$ cat config.mk
export PLATFORM = sky130hd
export DESIGN_NAME = gbp_queue
export DESIGN_NICKNAME = d
export VERILOG_FILES = /design/src/rtl/core/gbp_pkg.sv /design/src/rtl/core/gbp_queue.sv
export SDC_FILE = /design/constraint.sdc
export NUM_CORES = 1
export LEC_CHECK = 0
export BUFFER_PORTS_ARGS = -buffer_cell sky130_fd_sc_hd__buf_4
export CORE_MARGIN = 1
export CORE_UTILIZATION = 25
export DETAILED_ROUTE_END_ITERATION = 10
export GPL_ROUTABILITY_DRIVEN = 0
export HOLD_SLACK_MARGIN = 0.05
export PLACE_DENSITY = 0.4
export SYNTH_ARGS = -nofsm -noshare
export SYNTH_HDL_FRONTEND = slang
export SYNTH_SLANG_ARGS = --single-unit
export TNS_END_PERCENT = 10
$ cat constraint.sdc
create_clock -name aclk -period 1.8 [get_ports aclk]
set_input_delay 0.36 -clock aclk [delete_from_list [all_inputs] [get_ports aclk]]
set_output_delay 0.36 -clock aclk [all_outputs]
set_load 0.03 [all_outputs]
$ cat src/rtl/core/gbp_pkg.sv
// Shared types and constants for the gshare predictor core.
`timescale 1ns / 1ps
package gbp_pkg;

    localparam int INDEX_BITS = 12;
    localparam int HIST_MAX   = 12;
    localparam int HIST_LIM   = (INDEX_BITS < HIST_MAX) ? INDEX_BITS : HIST_MAX;
    localparam int HM_W       = (INDEX_BITS > HIST_MAX) ? INDEX_BITS : HIST_MAX;
    localparam int ADDR_W     = 24;
    localparam int CFG_W      = 4;
    localparam int CTR_W      = 3;
    localparam int TOTAL_W    = 32;
    localparam int S_TDATA_W  = 32;
    localparam int M_TDATA_W  = 72;
    localparam int Q_DEPTH    = 4;   // power of two, pointers wrap
    localparam int Q_PTR_W    = $clog2(Q_DEPTH);
    localparam int Q_CNT_W    = $clog2(Q_DEPTH + 1);

    localparam logic [CFG_W-1:0] HIST_BITS_RESET = CFG_W'(8);
    localparam logic [CFG_W-1:0] HIST_LIM_CFG    = CFG_W'(HIST_LIM);
    localparam logic [CTR_W-1:0] CTR_INIT        = CTR_W'(4);
    localparam logic [CTR_W-1:0] CTR_MAX         = CTR_W'(7);
    localparam logic [CTR_W-1:0] CTR_MIN         = CTR_W'(0);

    typedef struct packed {
        logic [INDEX_BITS-1:0] idx;
        logic                  taken;
    } q_entry_t;

    typedef struct packed {
        logic               head_valid;
        logic               full;
        logic [Q_CNT_W-1:0] count;
    } q_status_t;

    typedef struct packed {
        logic clr_done;
        logic busy;
    } back_status_t;

endpackage

$ cat src/rtl/core/gbp_queue.sv
// Short FIFO between the front end and the table update stage.
`timescale 1ns / 1ps
module gbp_queue import gbp_pkg::*; (
    input  logic      aclk,
    input  logic      aresetn,
    input  logic      push,
    input  q_entry_t  push_entry,
    input  logic      pop,
    output q_entry_t  head,
    output q_status_t status
);

    q_entry_t           entries [Q_DEPTH];
    logic [Q_PTR_W-1:0] wr_ptr_reg;
    logic [Q_PTR_W-1:0] rd_ptr_reg;
    logic [Q_CNT_W-1:0] count_reg;
    logic [Q_CNT_W-1:0] count_next;

    assign head              = entries[rd_ptr_reg];
    assign status.count      = count_reg;
    assign status.head_valid = (count_reg != '0);
    assign status.full       = (count_reg == Q_CNT_W'(Q_DEPTH));

    always_comb begin
        count_next = count_reg;
        if (push && !pop) begin
            count_next = count_reg + Q_CNT_W'(1);
        end else if (pop && !push) begin
            count_next = count_reg - Q_CNT_W'(1);
        end
    end

    always_ff @(posedge aclk) begin
        if (push) begin
            entries[wr_ptr_reg] <= push_entry;
        end
    end

    always_ff @(posedge aclk) begin
        if (!aresetn) begin
            wr_ptr_reg <= '0;
            rd_ptr_reg <= '0;
            count_reg  <= '0;
        end else begin
            if (push) begin
                wr_ptr_reg <= wr_ptr_reg + Q_PTR_W'(1);
            end
            if (pop) begin
                rd_ptr_reg <= rd_ptr_reg + Q_PTR_W'(1);
            end
            count_reg <= count_next;
        end
    end

endmodule

==> results of run 1 <==
[synth_stat cells]
cell	count	share of area, %
a21boi_0	1	0.32
and2_1	9	2.4
buf_2	1	0.21
buf_6	1	0.48
dfxtp_1	9	7.7
edfxtp_1	52	67
fa_1	1	0.86
ha_1	5	2.7
inv_1	4	0.64
mux2i_1	2	0.86
mux4_1	3	3.4
mux4_2	10	9.7
nand2_1	1	0.16
nor2b_1	2	0.54
nor3b_1	1	0.32
o21ai_0	1	0.21
or3_1	2	0.54
xnor2_1	2	0.75
xor2_1	3	1.1
[power breakdown]
part / internal [mW] / switching [mW] / leakage, nW
Combinational: 0.261 / 0.298 / 0.424
Sequential: 1.62 / 0.0390 / 0.552
Clock: 0.757 / 0.489 / 0.103
Total: 2.64 / 0.826 / 1.08
[layout make-up]
cell class / count / share of cell area [%]
sequential: 61 / 57.99
multi-input combinational: 43 / 18.11
timing repair buffer: 42 / 12.11
tap: 108 / 4.496
clock buffer: 9 / 4.122
clock inverter: 7 / 2.664
inverter: 4 / 0.4996
[cell families (layout without fill, tap and decap cells)]
logic type	after synthesis	after routing	synth area share (%)
buffers and inverters	6	62	1.343
AND/OR/NAND/NOR	15	15	3.976
adder cells (fa/ha/maj)	6	6	3.547
XOR/XNOR	5	5	1.881
multiplexers	15	15	13.92
AO/OA/AOI/OAI	2	2	0.5373
flip-flops	61	61	74.80
[routing by layer]
layer,wire length (um),share of wire (%)
met5,0,0
met4,92,2.3
met3,254,6.2
met2,1871,46
met1,1862,46
[how the worst min path moves through the flow]
| stage | startpoint | end |
|---|---|---|
| 2_1_floorplan | push_entry[0] | entries[0][0] |
| 3_3_place_gp | count_reg[2] | count_reg[2] |
| 3_5_place_dp | count_reg[2] | count_reg[2] |
| 4_1_cts | push_entry[6] | entries[3][6] |
| 5_1_grt | push_entry[6] | entries[3][6] |
| 6_report | push_entry[6] | entries[3][6] |
[layout by cell type, fill, tap and decap left out, drive strengths merged]
master  instances
ha              5
a21boi          1
o21ai           1
dfxtp           9
mux2i           2
fa              1
inv             4
edfxtp         52
nand2           1
xor2            3
nor2b           2
bufinv          2
and2            9
mux4           13
clkinv          5
xnor2           2
or3             2
clkbuf          9
buf            42
nor3b           1
[per-stage QoR]
step / area [um^2] / total power [mW] / setup TNS [ns]
3_5_place_dp: 2763 / 2.220 / -0.07403
6_report: 3005 / 3.462 / -0.6849
2_1_floorplan: 2328 / 2.004 / 0
5_1_grt: 3005 / 3.621 / -1.605
4_1_cts: 3005 / 3.514 / -1.182
3_3_place_gp: 2763 / 2.209 / 0
[worst max-delay path: cells and delay by family, from the launching register on]
family	cells	cell delay [ns]
DFF	1	0.35
muxes	1	0.53
buffers and inverters	2	0.31
[repair_timing]
action,in CTS,in global routing
resized for setup,17,0
endpoints found under the setup margin,13,13
endpoints found under the hold margin,0,0
buffers inserted,0,0
==> impl_metrics.yaml, run 1 <==
hold_path:
  hold_depth: 1
  min_path_type: "in2reg"
setup_path:
  crit_type: "reg2out"
  crit_chain: "buf_8 > mux4_2 > buf_6"
  rr_startpoint: "count_reg[0]"
  critPathMaxStageDelay_ns: 0.53
  reg2reg_depth: 4
  slowest_stage: "mux4_2"
  timing.rr.end: "count_reg[2]"
  critPathArrivalTime_ns: 1.52
  crit_path_end_kind: "output pin"
  crit_fanout: 7
  required_ns: 1.44
  r2r_slack_ns: 0.14
  crit_path_start_kind: "flip-flop"
  endpoint: "head[7]"
floorplan:
  rows: 34
  io_pins: 35
  core_mm2: 0.008848
  start_util_pct: 26.32
  die_area_mm2: 0.009704
  die_h_um: 98.51
  die_w_um: 98.51
timing:
  maxSlewViolCount: 0
  hold_viol: 0
  layout_setup_ws_ns: -0.07519
  setup_viol: 13
  fin_crit_sh_pct: 104.2
  max_slew.worst_pin.slew_ns: 0.7064
  rsz0062_at_grt: "yes"
  fin_skew_ns: 0.004474
  slew_headroom_pct: 52.90
  fmax_ghz: 0.5333
  period_needed_ns: 1.875
  holdWs_ns: 0.2287
cells_and_area:
  area.growth.synth_to_final_pct: 29.07
  finalNetCount: 184
  multi_input_area_um2: 544.3
  regArea_mm2: 0.001743
  diodes: 0
  drive_above_1_share_pct: 40.96
  post-route-util_pct: 33.96
  fillCellCount: 872
  layout.cells.non_filler: 274
  largest_reg_flops: 52
clock_network:
  clock_sinks: 61
  root_buffer: "clkbuf_8"
  cts_tree: "done"
  h-tree-depth: 3
  postCtsHoldBufs: 0
  clock_latency_ns: 0.33
  cts.clk_slew.worst_paths_ns: 0.06
  numCtsBuffers: 9
  cts_buffer_depth: 2
detailed_routing:
  antenna_left: 0
  wl_mm: 4.081
  viasPerCell: 4.058
  drtIter0Drc: 35
  num_vias: 1112
  dr.pass1.iters: 6
  wl_per_cell_um: 14.89
  drcViolationCount: 0
synth:
  synth_nets: 133
  synth_cell_types: 19
  netlist_area_mm2: 0.002328
  syn_avg_cell_area_um2: 21.17
  ys_ff_latch: 61
  synthCells: 110
  yosysWarnings: 0
  seq_area_frac_synth_pct: 74.80
global_routing:
  grt_pass1_wl_mm: 6.555
  grt_pass1_vias: 1212
  grt_usage_pct: 9.537
  grt_max_degree: 14
  grt-ovfl-total: 0
  gr-usage-met3_pct: 4.043
  busiest_layer: "met2"
  use_met1_pct: 11.47
  use_met2_pct: 14.52
  antenna_found_initial: 0
power_and_ir_drop:
  vdd_ir_drop_max_uv: 526.6
  power_density_mw_per_mm2: 1152
  p_leak_nw: 1.080
job:
  drv_cap: 0
place:
  place_inst: 258
  place_ws_ns: -0.07403
  dpl.hpwl_mm: 2.739
  portBuffers: 34
status:
  violations: "setup timing"
  outcome: "finished with violations"
Power figures use the tool's default switching activity.
==> run 2: changes to the inputs <==
- ABC_AREA: default -> 1
==> run 2 against run 1 <==
Net effect:
- the run now ends clean
- total power decreased by 3.7%
- clock power decreased by 6%
- synthesized area increased by 4.0%
- sequential share of layout area decreased by 2.6 points
- core utilization decreased by 0.082 points
- maximum frequency increased by 7.0%
- count of clock-buffer cells in the layout increased by 1
- register-to-register slack improved by 0.42 ns
- via count increased by 36%
- flip-flop and latch count unchanged
- synthesized cell count increased by 68%
- final area increased by 5.2%
==> impl_metrics.yaml, run 2 <==
status:
  outcome: "finished, final reports clean"
synth:
  syn_avg_cell_area_um2: 13.09
  seq_area_frac_synth_pct: 71.94
  yosysMostFrequentCell: "edfxtp_1"
  asyncSetResetFlopFracSynth_pct: 0
  synth_common_cells: "edfxtp_1 (52), nor2_1 (29), o21ai_0 (25)"
  netlist_area_mm2: 0.002421
  yosysTopAreaCell: "edfxtp_1"
  synth_cell_types: 23
  yosys_most_used_dff: "edfxtp_1"
  synth_edf_count: 52
  ys_ff_latch: 61
  synthTopCellsByArea: "edfxtp_1 (64%), dfxtp_1 (7.4%), o21ai_0 (5.2%), nor2_1 (4.5%), o22ai_1 (3.4%)"
  synthCells: 185
  synth_nets: 208
  synth_top_area_share_pct: 64.50
  yosysWarnings: 0
power_and_ir_drop:
  p_int_mw: 2.440
  swShare_pct: 26.81
  power_frac_comb_pct: 15.4
  power_frac_clock_pct: 35.3
  total_power_mw: 3.333
  power_switching_mw: 0.8937
  p_seq_share_pct: 49.3
  p_leak_nw: 1.190
  vdd_ir_drop_max_uv: 278.6
  power_density_mw_per_mm2: 1055
cells_and_area:
  post-route-util_pct: 33.88
  drive_above_1_share_pct: 33.05
  finalNetCount: 254
  fillCellCount: 947
  area.growth.synth_to_final_pct: 30.54
  final_common_cell: "edfxtp_1"
  final_cell_mix: "edfxtp_1 (52), buf_4 (38), nor2_1 (26)"
  diodes: 0
  multi_input_area_um2: 595.6
  regArea_mm2: 0.001749
  largest_reg_flops: 52
floorplan:
  start_util_pct: 25.96
  rows: 35
  die_h_um: 100.4
  core_mm2: 0.009328
  io_pins: 35
  die_w_um: 100.4
  die_area_mm2: 0.01008
global_routing:
  grt_usage_pct: 11.01
  grt_max_degree: 27
  grt_pass1_wl_mm: 7.935
  grt-ovfl-total: 0
  grt_pass1_vias: 1473
  antenna_found_initial: 0
timing:
  fin_crit_sh_pct: 97.37
  hold_viol: 0
  fmax_ghz: 0.5705
  fin_skew_ns: 0.006345
  max_slew.worst_pin.slew_ns: 0.2361
  setup_viol: 0
  slew_headroom_pct: 84.09
  rsz0062_at_grt: "yes"
  period_needed_ns: 1.753
  maxSlewViolCount: 0
  fin_setup_tns_ns: 0
clock_network:
  clock_sinks: 61
  cts.clk_slew.worst_paths_ns: 0.07
  numCtsBuffers: 9
  root_buffer: "clkbuf_8"
  clock_latency_ns: 0.33
  cts_tree: "done"
  cts_buffer_depth: 2
  h-tree-depth: 3
detailed_routing:
  drtIter0Drc: 54
  drcViolationCount: 0
  num_vias: 1508
  wl_mm: 5.128
  dr.pass1.iters: 4
  viasPerCell: 4.132
  wl_per_cell_um: 14.05
  antenna_left: 0
hold_path:
  min_path_type: "in2reg"
setup_path:
  required_ns: 1.44
  critPathArrivalTime_ns: 1.39
  crit_fanout: 26
  crit_path_end_kind: "output pin"
  crit_type: "reg2out"
  crit_chain: "buf_12 > clkinv_16 > nor2_1 > o22ai_1 > buf_4"
  critPathMaxStageDelay_ns: 0.37
  slowest_stage: "dfxtp_4"
  crit_path_start_kind: "flip-flop"
job:
  drv_cap: 0
place:
  portBuffers: 34
  dpl.hpwl_mm: 2.907
-- run 2: cell types whose count changed in the layout (fill, tap and decap cells not counted), moves of 4 or more --
cell / delta
a21oi_1: +4
mux4_2: -13
buf_4: +8
o22ai_1: +11
o21ai_2: +9
o21ai_0: +17
inv_1: +11
and2_1: -9
buf_6: -10
o21ai_1: +4
nor2_1: +26
nand2_1: +9
nor2_2: +5
-- run 2: logic make-up (layout without fill, tap and decap cells) --
logic type	Yosys count	after routing	synth area share [%]
DFF	61	61	71.94
AOI/OAI and AO/OA	49	49	10.96
and+or+nand+nor	45	45	7.493
buffers and inverters	24	75	6.201
adders and majority gates	6	6	3.411
-- run 2: through the flow --
step	hold WS (ns)	worst slack, ns	instances	cell area [um^2]
final	0.2266	0.04726	365	3161
after global routing	0.2070	-0.04147	365	3161
after global placement	0.4360	0.1707	346	2809
after floorplan	0.4115	0.1627	185	2421
after CTS	0.2096	-0.03352	363	3054
after detailed placement	0.4383	0.1213	346	2809
-- run 2: area by class of cell --
| cell class | count | area share [%] |
|---|---|---|
| clock buffers | 10 | 4.038 |
| clock inverters | 6 | 1.979 |
| inverters | 17 | 3.009 |
| multi-input cells | 100 | 18.84 |
| flip-flops and latches | 61 | 55.34 |
| well taps | 129 | 5.107 |
| repair buffers | 42 | 11.68 |
-- run 2: metal layers --
layer	vias up	GRT usage (%)	share of wire, %
li1	752	-	-
met1	712	15.15	50
met2	35	15.86	44
met3	9	3.552	5.1
met4	0	4.682	1.5
met5	-	0	0
-- run 2: critical path: cells and delay by family (launching register included) --
kind                   cells  cell delay [ns]
AOI/OAI and AO/OA          1             0.19
buffers and inverters      3             0.44
DFF                        1             0.37
and+or+nand+nor            1             0.05
-- run 2: worst paths after layout --
check	slack [ns]	end	start	cells past startpoint
worst max-delay path	0.05	head[11]	flip-flop	5
worst min-delay path	0.23	entries[2][7]	push_entry[7]	1
worst min register to register	0.44	flip-flop	rd_ptr_reg[1]	1
worst max register to register	0.56	entries[0][4]	wr_ptr_reg[0]	5
-- run 2: timing repair --
| item | CTS | global route |
|---|---|---|
| pin swaps | 1 | 3 |
| endpoints found under the setup margin | 13 | 12 |
| hold buffers | 0 | 0 |
| buffers inserted | 0 | 1 |
| cloned | 1 | 1 |
| resized for setup | 8 | 26 |
-- run 2: power by group through the flow --
stage,sequential [mW],clock [mW],combinational [mW]
final,1.64,1.18,0.515
after detailed placement,1.67,0,0.471
after floorplan,1.68,0,0.283
after global placement,1.67,0,0.469
after global routing,1.65,1.28,0.565
after CTS,1.64,1.22,0.493
