## src/rtl/core/gbp_pkg.sv

```systemverilog
// Shared types and constants for the gshare predictor core.
`timescale 1ns / 1ps
package gbp_pkg;

    localparam int INDEX_BITS = 12;
    localparam int HIST_MAX   = 12;
    localparam int HIST_LIM   = (INDEX_BITS < HIST_MAX) ? INDEX_BITS : HIST_MAX;
    localparam int HM_W       = (INDEX_BITS > HIST_MAX) ? INDEX_BITS : HIST_MAX;
    localparam int ADDR_W     = 24;
    localparam int CFG_W      = 4;
    localparam int CTR_W      = 3;
    localparam int TOTAL_W    = 32;
    localparam int S_TDATA_W  = 32;
    localparam int M_TDATA_W  = 72;
    localparam int Q_DEPTH    = 4;   // power of two, pointers wrap
    localparam int Q_PTR_W    = $clog2(Q_DEPTH);
    localparam int Q_CNT_W    = $clog2(Q_DEPTH + 1);

    localparam logic [CFG_W-1:0] HIST_BITS_RESET = CFG_W'(8);
    localparam logic [CFG_W-1:0] HIST_LIM_CFG    = CFG_W'(HIST_LIM);
    localparam logic [CTR_W-1:0] CTR_INIT        = CTR_W'(4);
    localparam logic [CTR_W-1:0] CTR_MAX         = CTR_W'(7);
    localparam logic [CTR_W-1:0] CTR_MIN         = CTR_W'(0);

    typedef struct packed {
        logic [INDEX_BITS-1:0] idx;
        logic                  taken;
    } q_entry_t;

    typedef struct packed {
        logic               head_valid;
        logic               full;
        logic [Q_CNT_W-1:0] count;
    } q_status_t;

    typedef struct packed {
        logic clr_done;
        logic busy;
    } back_status_t;

endpackage

```

## src/rtl/core/gbp_front.sv

```systemverilog
// Front end: takes branch words, forms the table index and updates global history.
`timescale 1ns / 1ps
module gbp_front import gbp_pkg::*; (
    input  logic                 aclk,
    input  logic                 aresetn,
    input  logic                 cfg_valid,
    output logic                 cfg_ready,
    input  logic [CFG_W-1:0]     cfg_data,
    input  logic                 s_tvalid,
    output logic                 s_tready,
    input  logic [S_TDATA_W-1:0] s_tdata,
    input  q_status_t            q_status,
    input  back_status_t         back_status,
    output logic                 push,
    output q_entry_t             push_entry
);

    logic [CFG_W-1:0]      hist_bits_reg;
    logic [HIST_MAX-1:0]   hist_reg;
    logic [HIST_MAX-1:0]   hist_next;
    logic [CFG_W-1:0]      n_eff;
    logic [HIST_MAX:0]     hmask_wide;
    logic [HIST_MAX-1:0]   hmask;
    logic [HIST_MAX-1:0]   hist_used;
    logic [HIST_MAX-1:0]   taken_bit;
    logic [HM_W-1:0]       hist_ext;
    logic [ADDR_W-1:0]     addr;
    logic [INDEX_BITS-1:0] word_lo;

    assign cfg_ready = 1'b1;
    assign s_tready  = back_status.clr_done && !q_status.full;
    assign push      = s_tvalid && s_tready;

    // Clamp history length to 1 .. HIST_LIM.
    always_comb begin
        if (hist_bits_reg == '0) begin
            n_eff = CFG_W'(1);
        end else if (hist_bits_reg > HIST_LIM_CFG) begin
            n_eff = HIST_LIM_CFG;
        end else begin
            n_eff = hist_bits_reg;
        end
    end

    assign hmask_wide = ((HIST_MAX + 1)'(1) << n_eff) - (HIST_MAX + 1)'(1);
    assign hmask      = hmask_wide[HIST_MAX-1:0];
    assign hist_used  = hist_reg & hmask;
    assign hist_ext   = HM_W'(hist_used);

    assign addr    = s_tdata[ADDR_W-1:0];
    assign word_lo = addr[INDEX_BITS+1:2];

    assign push_entry.idx   = word_lo ^ hist_ext[INDEX_BITS-1:0];
    assign push_entry.taken = s_tdata[ADDR_W];

    // Shift right, outcome enters at the top of the effective length.
    assign taken_bit = s_tdata[ADDR_W] ? (HIST_MAX'(1) << (n_eff - CFG_W'(1))) : '0;
    assign hist_next = ((hist_used >> 1) | taken_bit) & hmask;

    always_ff @(posedge aclk) begin
        if (!aresetn) begin
            hist_bits_reg <= HIST_BITS_RESET;
            hist_reg      <= '0;
        end else begin
            if (cfg_valid && cfg_ready) begin
                hist_bits_reg <= cfg_data;
            end
            if (push) begin
                hist_reg <= hist_next;
            end
        end
    end

endmodule

```

## config.mk

```make
export PLATFORM = sky130hd
export DESIGN_NAME = gbp_front
export DESIGN_NICKNAME = d
export VERILOG_FILES = /design/src/rtl/core/gbp_pkg.sv /design/src/rtl/core/gbp_front.sv
export SDC_FILE = /design/constraint.sdc
export NUM_CORES = 1
export LEC_CHECK = 0
export BUFFER_PORTS_ARGS = -buffer_cell sky130_fd_sc_hd__buf_2
export CELL_PAD_IN_SITES_DETAIL_PLACEMENT = 1
export CELL_PAD_IN_SITES_GLOBAL_PLACEMENT = 1
export CORE_MARGIN = 2
export CORE_UTILIZATION = 33
export CTS_CLUSTER_DIAMETER = 150
export CTS_CLUSTER_SIZE = 12
export DETAILED_ROUTE_END_ITERATION = 12
export PLACE_DENSITY_LB_ADDON = 0.05
export SLEW_MARGIN = 10
export SYNTH_ARGS = -nofsm -noshare
export SYNTH_HDL_FRONTEND = slang
export SYNTH_SLANG_ARGS = --single-unit
```

## constraint.sdc

```tcl
create_clock -name aclk -period 5.2 [get_ports aclk]
set_clock_uncertainty 0.1 [all_clocks]
set_input_delay 0.26 -clock aclk [delete_from_list [all_inputs] [get_ports aclk]]
set_output_delay 0.26 -clock aclk [all_outputs]
set_load 0.005 [all_outputs]
```

==> results.py, run 1 <==
metrics = {
    "setup_path": {
        "cp_max_fo": 22,
        "criticalPathCategory": "reg -> out",
        "cp-end-kind": "output pin",
        "arrival_ns": 2.59,
        "worst-path-buf-inv": 1,
        "crit_path_start_kind": "register",
        "crit_top_cell": "or3_1",
        "crit_path_cell_trace": "or3_1 > ha_1 > or3_1 > a21oi_2 > o21ai_2 > xnor2_1 > buf_2",
        "rrSetupSlack_ns": 2.73,
        "regToRegStartpoint": "hist_bits_reg[3]",
        "max_stage_delay_ns": 0.58,
        "ff2ff_path_depth": 6,
        "critPathSlowestCell": "dfxtp_1",
        "cp_data_required_time_ns": 4.84,
        "path_delay_family": "simple AND/OR/NAND/NOR gates",
        "r2r_end": "hist_reg[6]",
    },
    "sta": {
        "rsz0062_at_grt": "no",
        "setup_viol": 0,
        "setup-tns-final_ns": 0,
        "fmax_mhz": 339,
        "period_needed_ns": 2.95,
        "hold_viol": 0,
        "report.final.slew_viol_count": 0,
        "relSlewSlack": 0.454,
        "finalCritPeriodShare": 0.567,
        "tightest_slew_ns": 0.819,
    },
    "route": {
        "vias_per_cell": 5.27,
        "drtAntennaViolNets": 0,
        "drc": 0,
        "wl_um": 3250,
        "vias": 1148,
        "wl_per_cell_um": 14.9,
        "firstDrtPassIters": 4,
        "drt-initial-drc-count": 11,
    },
    "flow_run": {
        "cap_violations": 0,
    },
    "logic_synthesis": {
        "synthSimpleGateAreaFrac": 0.260,
        "synth_cell_types": 51,
        "ys_ff_latch": 16,
        "synth_compound_area_frac": 0.223,
        "synth_top_family_by_area": "simple AND/OR/NAND/NOR gates",
        "synth_seq_area_share": 0.270,
        "synth_fa_ha_area_frac": 0.0105,
        "synthesis.instances": 144,
        "synth_xor_xnor_area_share": 0.0959,
        "synth-edff-count": 0,
        "synthesis.area_um2": 1190,
        "async_flop_share": 0,
        "synth_flop_cell": "dfxtp_1",
        "synthMuxAreaShare": 0.0348,
        "syn_avg_cell_area_um2": 8.25,
        "synth_warnings": 0,
    },
    "layout": {
        "fin_nets": 222,
        "instances_no_fill": 218,
        "drive_gt1_frac": 0.314,
        "area.growth.synth_to_final_pct": 13.7,
        "largest_reg_flops": 12,
        "antennaDiodeCount": 0,
    },
    "global_routing": {
        "overflow": 0,
        "grt-busiest-layer": "met2",
        "grt_pass1_wl_um": 5350,
        "met1_usage": 0.190,
        "gr-usage-all-layers": 0.167,
        "grt_util_met2": 0.309,
        "antenna_found_initial": 0,
        "grt_pass1_vias": 1108,
        "met3_usage": 0.0282,
        "grt_max_degree": 23,
    },
    "die": {
        "row_count": 21,
        "fp.dieH_um": 64.0,
        "io_pins": 63,
        "start_util": 0.350,
        "die_w_um": 64.0,
        "core_area_um2": 3390,
        "die_area_um2": 4090,
    },
    "power_and_ir_drop": {
        "pwr_density_cell_nw_per_um2": 190,
        "leakage_nw": 0.536,
        "peakVddDrop_mv": 0.0910,
    },
    "cts": {
        "clockBufferDepth": 2,
        "cts_resized": 0,
        "cts.sinks": 16,
        "cts_tree": "yes",
        "htree_levels": 1,
        "path_clk_slew_ns": 0.09,
        "cts_hold_repair.buffers": 0,
        "clock_latency_ns": 0.29,
        "numCtsBuffers": 3,
        "clockRootBuffer": "clkbuf_4",
        "cts_setup_buffers": 0,
    },
    "worst_hold_path": {
        "hold_path_depth": 3,
        "min_to": "hist_bits_reg[3]",
        "holdCritStartpoint": "cfg_data[3]",
        "hold_class": "in -> reg",
    },
    "placement": {
        "port_buffers": 37,
        "place.detailed.hpwl_um": 2420,
        "gp_congestion": 0.718,
        "dp.cells": 215,
    },
    "run_status": {
        "outcome": "completed",
    },
}
per-layer routing:
layer	vias up	part of all wire
li1	563	-
met1	552	0.43
met2	25	0.52
met3	8	0.034
met4	0	0.022
met5	-	0
cells by family (layout without fill, tap and decap cells):
group / Yosys count / count (layout)
buffers and inverters: 17 / 44
other: 1 / 2
adders and majority gates: 1 / 1
and+or+nand+nor: 56 / 56
DFF: 16 / 16
muxes: 4 / 4
AOI/OAI and AO/OA: 36 / 36
xor gates and xnor gates: 13 / 13
metrics by stage:
| stage | hold slack [ns] | cell area, um2 | power [mW] | setup WS, ns | util |
|---|---|---|---|---|---|
| final | 0.0891 | 1350 | 0.257 | 2.25 | 0.398 |
| after global routing | 0.0803 | 1350 | 0.275 | 2.04 | 0.398 |
| after CTS | 0.0833 | 1350 | 0.263 | 2.21 | 0.398 |
| after detailed placement | 0.355 | 1330 | 0.195 | 2.57 | 0.392 |
| after global placement | 0.345 | 1330 | 0.193 | 2.58 | 0.392 |
| after floorplan | 0.286 | 1190 | 0.176 | 3.04 | - |
layout make-up:
| cell class | instances | area [um2] |
|---|---|---|
| fill | 418 | 2040 |
| inverter | 4 | 15.0 |
| clock buffer | 3 | 22.5 |
| multi-input combinational | 112 | 749 |
| tap | 46 | 57.6 |
| timing repair buffer | 37 | 185 |
| sequential | 16 | 320 |
synthesized netlist by cell type (2+ instances only):
cell | instances | area share
a21oi_1 | 6 | 0.025
nor3_1 | 2 | 0.0084
o21ai_0 | 4 | 0.017
o21ai_1 | 7 | 0.030
a221oi_1 | 2 | 0.015
o31ai_1 | 3 | 0.019
mux2i_1 | 3 | 0.025
xor2_1 | 2 | 0.015
dfxtp_1 | 16 | 0.27
nor2_1 | 10 | 0.032
clkbuf_1 | 2 | 0.0063
nand2_1 | 17 | 0.054
o21a_1 | 2 | 0.013
or3_1 | 2 | 0.011
nand3_1 | 8 | 0.034
inv_2 | 3 | 0.0095
nand4_1 | 2 | 0.011
nor2b_1 | 2 | 0.011
buf_4 | 4 | 0.025
xnor2_1 | 11 | 0.081
nand2b_1 | 2 | 0.011
buf_6 | 5 | 0.047
worst max path at each step:
stage / startpoint / end / slack, ns / cells past startpoint
floorplan: hist_bits_reg[2] / push_entry[7] / 3.04 / 8
global placement: hist_bits_reg[3] / push_entry[7] / 2.58 / 7
detailed placement: hist_bits_reg[3] / push_entry[7] / 2.57 / 7
CTS: hist_bits_reg[3] / push_entry[7] / 2.21 / 7
global route: hist_bits_reg[3] / push_entry[7] / 2.04 / 7
finish: hist_bits_reg[3] / push_entry[7] / 2.25 / 7
cells in the final DEF (no fill, tap or decap), types with 3 or more instances in the layout:
cell type / instances
xnor2_1: 11
inv_2: 3
nor2_1: 10
o31ai_1: 3
nand3_1: 8
o21ai_0: 4
dfxtp_1: 16
a21oi_1: 6
buf_2: 37
o21ai_1: 7
clkbuf_4: 3
mux2i_1: 3
nand2_1: 17
power by group:
group / total, mW / internal, mW / switching, mW
Clock: 0.0656 / 0.0269 / 0.0387
Sequential: 0.137 / 0.126 / 0.0114
Combinational: 0.0541 / 0.0257 / 0.0283
tightest hold or removal path, cell delays in order:
cell      delay [ns]
buf_2           0.07
nand2_1         0.04
o211ai_1        0.07
Power figures use the tool's default switching activity.
==> inputs of run 2 (changes only) <==
- CORE_UTILIZATION: 33 -> 31
- clock period: 5.2 -> 2.9 ns (I/O delays scaled with it)
==> run 2 against run 1 <==
Wire length fell by 2.1%. Flip-flop and latch count unchanged. Largest cell class unchanged. Total power is 100% higher.
==> results.py, run 2 (synthesized netlist as in run 1, its figures left out) <==
metrics = {
    "layout": {
        "largest_reg_flops": 12,
        "fin_area_um2": 1390,
        "seq_area_um2": 320,
        "layout_common_cells": "buf_2 (37), nand2_1 (17), dfxtp_1 (16), xnor2_1 (11), nor2_1 (10)",
        "drive_gt1_frac": 0.326,
        "multi_input_area_um2": 749,
        "fin_nets": 225,
        "final_common_cell": "buf_2",
        "fillers": 468,
        "area.growth.synth_to_final_pct": 17.4,
        "antennaDiodeCount": 0,
    },
    "route": {
        "drc": 0,
        "drtAntennaViolNets": 0,
        "drt-initial-drc-count": 17,
        "wl_um": 3180,
        "wl_per_cell_um": 14.3,
        "vias_per_cell": 5.15,
        "firstDrtPassIters": 4,
        "vias": 1148,
    },
    "sta": {
        "hold_viol": 0,
        "period_needed_ns": 2.47,
        "setup_viol": 0,
        "finalCritPeriodShare": 0.850,
        "layout_setup_ws_ns": 0.434,
        "report.final.slew_viol_count": 0,
        "setup-tns-final_ns": 0,
        "relSlewSlack": 0.573,
        "rsz0062_at_grt": "no",
        "tightest_slew_ns": 0.639,
        "fmax_mhz": 406,
    },
    "worst_hold_path": {
        "hold_class": "in -> reg",
    },
    "run_status": {
        "outcome": "completed",
    },
    "cts": {
        "path_clk_slew_ns": 0.07,
        "clockRootBuffer": "clkbuf_8",
        "cts_hold_repair.buffers": 0,
        "cts.sinks": 16,
        "cts_tree": "yes",
        "htree_levels": 1,
        "clockBufferDepth": 2,
        "cts_resized": 0,
        "numCtsBuffers": 3,
        "cts_setup_buffers": 0,
        "clock_latency_ns": 0.25,
    },
    "setup_path": {
        "cp-end-kind": "output pin",
        "crit_path_cell_trace": "or3_1 > ha_1 > or3_1 > a21oi_2 > o21ai_2 > xnor2_1 > buf_2",
        "path_delay_family": "simple AND/OR/NAND/NOR gates",
        "rrSetupSlack_ns": 0.76,
        "crit_top_cell": "or3_1",
        "max_stage_delay_ns": 0.43,
        "worst-path-buf-inv": 1,
        "criticalPathCategory": "reg -> out",
        "cp_data_required_time_ns": 2.65,
        "critPathSlowestCell": "or3_1",
        "arrival_ns": 2.22,
        "cp_max_fo": 8,
        "crit_path_start_kind": "register",
    },
    "placement": {
        "postPlaceCellArea_um2": 1350,
        "gp_congestion": 0.757,
        "dp_slack_ns": 0.691,
        "place.detailed.hpwl_um": 2350,
        "port_buffers": 37,
    },
    "global_routing": {
        "grt_pass1_vias": 1192,
        "overflow": 0,
        "antenna_found_initial": 0,
        "grt_pass1_wl_um": 5510,
        "gr-usage-all-layers": 0.164,
        "grt_max_degree": 22,
    },
    "die": {
        "io_pins": 63,
        "row_count": 22,
        "die_area_um2": 4340,
        "fp.dieH_um": 65.9,
        "start_util": 0.324,
        "core_area_um2": 3660,
        "die_w_um": 65.9,
    },
    "power_and_ir_drop": {
        "pwr_density_cell_nw_per_um2": 372,
        "leakage_nw": 0.559,
        "peakVddDrop_mv": 0.204,
    },
    "flow_run": {
        "cap_violations": 0,
    },
}
run 2: worst paths after layout:
check              startpoint          endpoint  cells past startpoint
min               cfg_data[3]  hist_bits_reg[3]                      3
max          hist_bits_reg[3]     push_entry[7]                      7
min reg2reg       hist_reg[7]       hist_reg[7]                      2
max reg2reg  hist_bits_reg[3]       hist_reg[6]                      6
run 2: power breakdown:
part	internal, mW	switching (mW)	leakage [nW]	total, mW
Clock	0.0922	0.0793	0.0216	0.172
Sequential	0.226	0.00702	0.130	0.233
Combinational	0.0493	0.0648	0.407	0.114
run 2: final cells by class:
cell class	instances	area share
clock buffer	3	0.0296
inverter	4	0.0108
multi-input combinational	112	0.538
sequential	16	0.230
tap	48	0.0431
timing repair buffer	40	0.149
run 2: through the flow:
stage          power, mW   util  hold slack [ns]  instances
2_1_floorplan      0.315      -            0.171        145
3_3_place_gp       0.351  0.369            0.258        220
3_5_place_dp       0.353  0.369            0.271        220
4_1_cts            0.527  0.381           0.0108        223
5_1_grt            0.553  0.381           0.0110        223
6_report           0.518  0.381          0.00811        223
run 2: worst min-delay path, cell delays in order:
cell and delay (ns):
buf_2 0.07, nand2_1 0.04, o211ai_1 0.07
run 2: routing by layer:
layer | wire [um] | part of all wire | track usage | vias up
met5 | 0 | 0 | 0 | -
met4 | 22 | 0.0069 | 0.0547 | 0
met3 | 99 | 0.031 | 0.0204 | 2
met2 | 1580 | 0.50 | 0.289 | 19
met1 | 1480 | 0.46 | 0.204 | 559
li1 | - | - | - | 568
==> inputs of run 3 (changes only) <==
--- a/constraint.sdc
+++ b/constraint.sdc
@@ -4,2 +4,2 @@
 set_output_delay 0.145 -clock aclk [all_outputs]
-set_load 0.005 [all_outputs]
+set_load 0.1 [all_outputs]
==> run 3 against run 2 <==
Worst hold slack improved by 0.013 ns. Combinational power rose by 95%. Largest power group unchanged. Core utilization rose by 1.8 points. Sequential share of layout area fell by 1.0 points. Register-to-register slack improved by 0.02 ns. Sequential power barely moved. Critical path type unchanged. Largest cell class unchanged.
==> results.py, run 3 (synthesized netlist as in run 1, its figures left out) <==
metrics = {
    "layout": {
        "fillers": 452,
        "area.growth.synth_to_final_pct": 23.0,
        "drive_gt1_frac": 0.347,
        "seq_area_um2": 320,
        "instances_no_fill": 224,
        "largest_reg_flops": 12,
        "final_common_cell": "buf_2",
        "antennaDiodeCount": 0,
        "fin_nets": 225,
        "multi_input_area_um2": 772,
        "post-route-util": 0.399,
        "layout_common_cells": "buf_2 (35), nand2_1 (17), dfxtp_1 (16), nor2_1 (10)",
    },
    "flow_run": {
        "cap_violations": 0,
    },
    "placement": {
        "dp.cells": 220,
        "place.detailed.hpwl_um": 2470,
        "gp_congestion": 0.709,
        "port_buffers": 37,
    },
    "power_and_ir_drop": {
        "p_sw_frac": 0.389,
        "power_frac_clock": 0.309,
        "power.internal_uw": 402,
        "pwr_density_cell_nw_per_um2": 450,
        "leakage_nw": 0.597,
        "peakVddDrop_mv": 0.273,
        "p_sw_uw": 256,
        "pwr-share-seq": 0.354,
        "fin_total_pwr_uw": 657,
        "combPwrFrac": 0.338,
    },
    "sta": {
        "rsz0062_at_grt": "no",
        "report.final.slew_viol_count": 0,
        "hold_viol": 0,
        "tightest_slew_ns": 0.602,
        "finalCritPeriodShare": 0.895,
        "setup-tns-final_ns": 0,
        "setup_viol": 0,
        "period_needed_ns": 2.60,
        "whs_ns": 0.0211,
        "fmax_mhz": 385,
        "relSlewSlack": 0.598,
    },
    "worst_hold_path": {
        "hold_class": "in -> reg",
        "min_to": "hist_bits_reg[3]",
        "hold_path_depth": 3,
        "holdCritStartpoint": "cfg_data[3]",
    },
    "setup_path": {
        "criticalPathCategory": "reg -> out",
        "crit_path_start_kind": "register",
        "critPathSlowestCell": "buf_2",
        "max_stage_delay_ns": 0.44,
        "cp_max_fo": 8,
        "rrSetupSlack_ns": 0.78,
        "crit_path_cell_trace": "or3_1 > ha_1 > xor2_1 > nand2_1 > xnor2_2 > buf_2",
        "arrival_ns": 2.35,
        "ff2ff_path_depth": 6,
        "r2r_end": "hist_reg[6]",
        "regToRegStartpoint": "hist_bits_reg[3]",
        "cp-end-kind": "output pin",
        "cp_data_required_time_ns": 2.65,
    },
    "cts": {
        "clockRootBuffer": "clkbuf_8",
        "cts_setup_buffers": 0,
        "cts_hold_repair.buffers": 0,
        "htree_levels": 1,
        "cts_resized": 0,
        "numCtsBuffers": 3,
        "cts_tree": "yes",
        "clockBufferDepth": 2,
        "clock_latency_ns": 0.25,
        "path_clk_slew_ns": 0.07,
        "cts.sinks": 16,
    },
    "global_routing": {
        "grt_max_degree": 22,
        "overflow": 0,
        "grt_pass1_wl_um": 5460,
        "grt_pass1_vias": 1175,
        "gr-usage-all-layers": 0.165,
        "antenna_found_initial": 0,
    },
    "die": {
        "row_count": 22,
        "start_util": 0.324,
        "die_w_um": 65.9,
        "die_area_um2": 4340,
        "io_pins": 63,
        "fp.dieH_um": 65.9,
        "core_area_um2": 3660,
    },
    "route": {
        "drc": 0,
        "vias_per_cell": 5.13,
        "wl_per_cell_um": 14.8,
        "drtAntennaViolNets": 0,
        "wl_um": 3310,
        "firstDrtPassIters": 4,
        "drt-initial-drc-count": 10,
        "vias": 1148,
    },
    "run_status": {
        "outcome": "completed",
    },
}
-- run 3: cell types whose count changed in the layout (fill, tap and decap cells not counted), sizes merged --
cell | previous run | this run
clkbuf | 3 | 4
-- run 3: metrics by stage --
stage | setup WS, ns | area [um2]
floorplan | 0.0836 | 1210
global placement | 0.595 | 1410
detailed placement | 0.541 | 1410
CTS | 0.256 | 1460
global route | 0.150 | 1460
finish | 0.304 | 1460
-- run 3: final cells by class --
type,count,area share
inverters,4,0.0103
multi-input cells,112,0.529
repair buffers,40,0.163
clock buffers,4,0.0377
well taps,48,0.0411
flip-flops and latches,16,0.219
-- run 3: worst max-delay path by stage --
stage / from / slack, ns / to
after floorplan: hist_bits_reg[2] / 0.08 / push_entry[7]
after global placement: hist_bits_reg[3] / 0.60 / push_entry[7]
after detailed placement: hist_bits_reg[3] / 0.54 / push_entry[3]
after CTS: hist_bits_reg[3] / 0.26 / push_entry[3]
after global routing: hist_bits_reg[3] / 0.15 / push_entry[3]
final: hist_bits_reg[3] / 0.30 / push_entry[3]
-- run 3: worst max-delay path: cells and delay by family, from the launching register on --
family	cells	cell delay [ns]
buffers and inverters	1	0.44
xor gates and xnor gates	2	0.44
adders and majority gates	1	0.34
DFF	1	0.31
and+or+nand+nor	2	0.57
-- run 3: power by group through the flow --
stage	logic (mW)	registers (mW)	clock network [mW]
floorplan	0.182	0.235	0
global placement	0.220	0.237	0
detailed placement	0.223	0.237	0
CTS	0.224	0.232	0.210
global route	0.235	0.233	0.220
finish	0.222	0.232	0.203
-- run 3: metal layers --
metal  GRT usage  up-vias  wire (um)
li1            -      578          -
met1       0.193      545       1510
met3      0.0307        2        124
met4      0.0313        0         17
met5           0        -          0
met2       0.311       23       1660
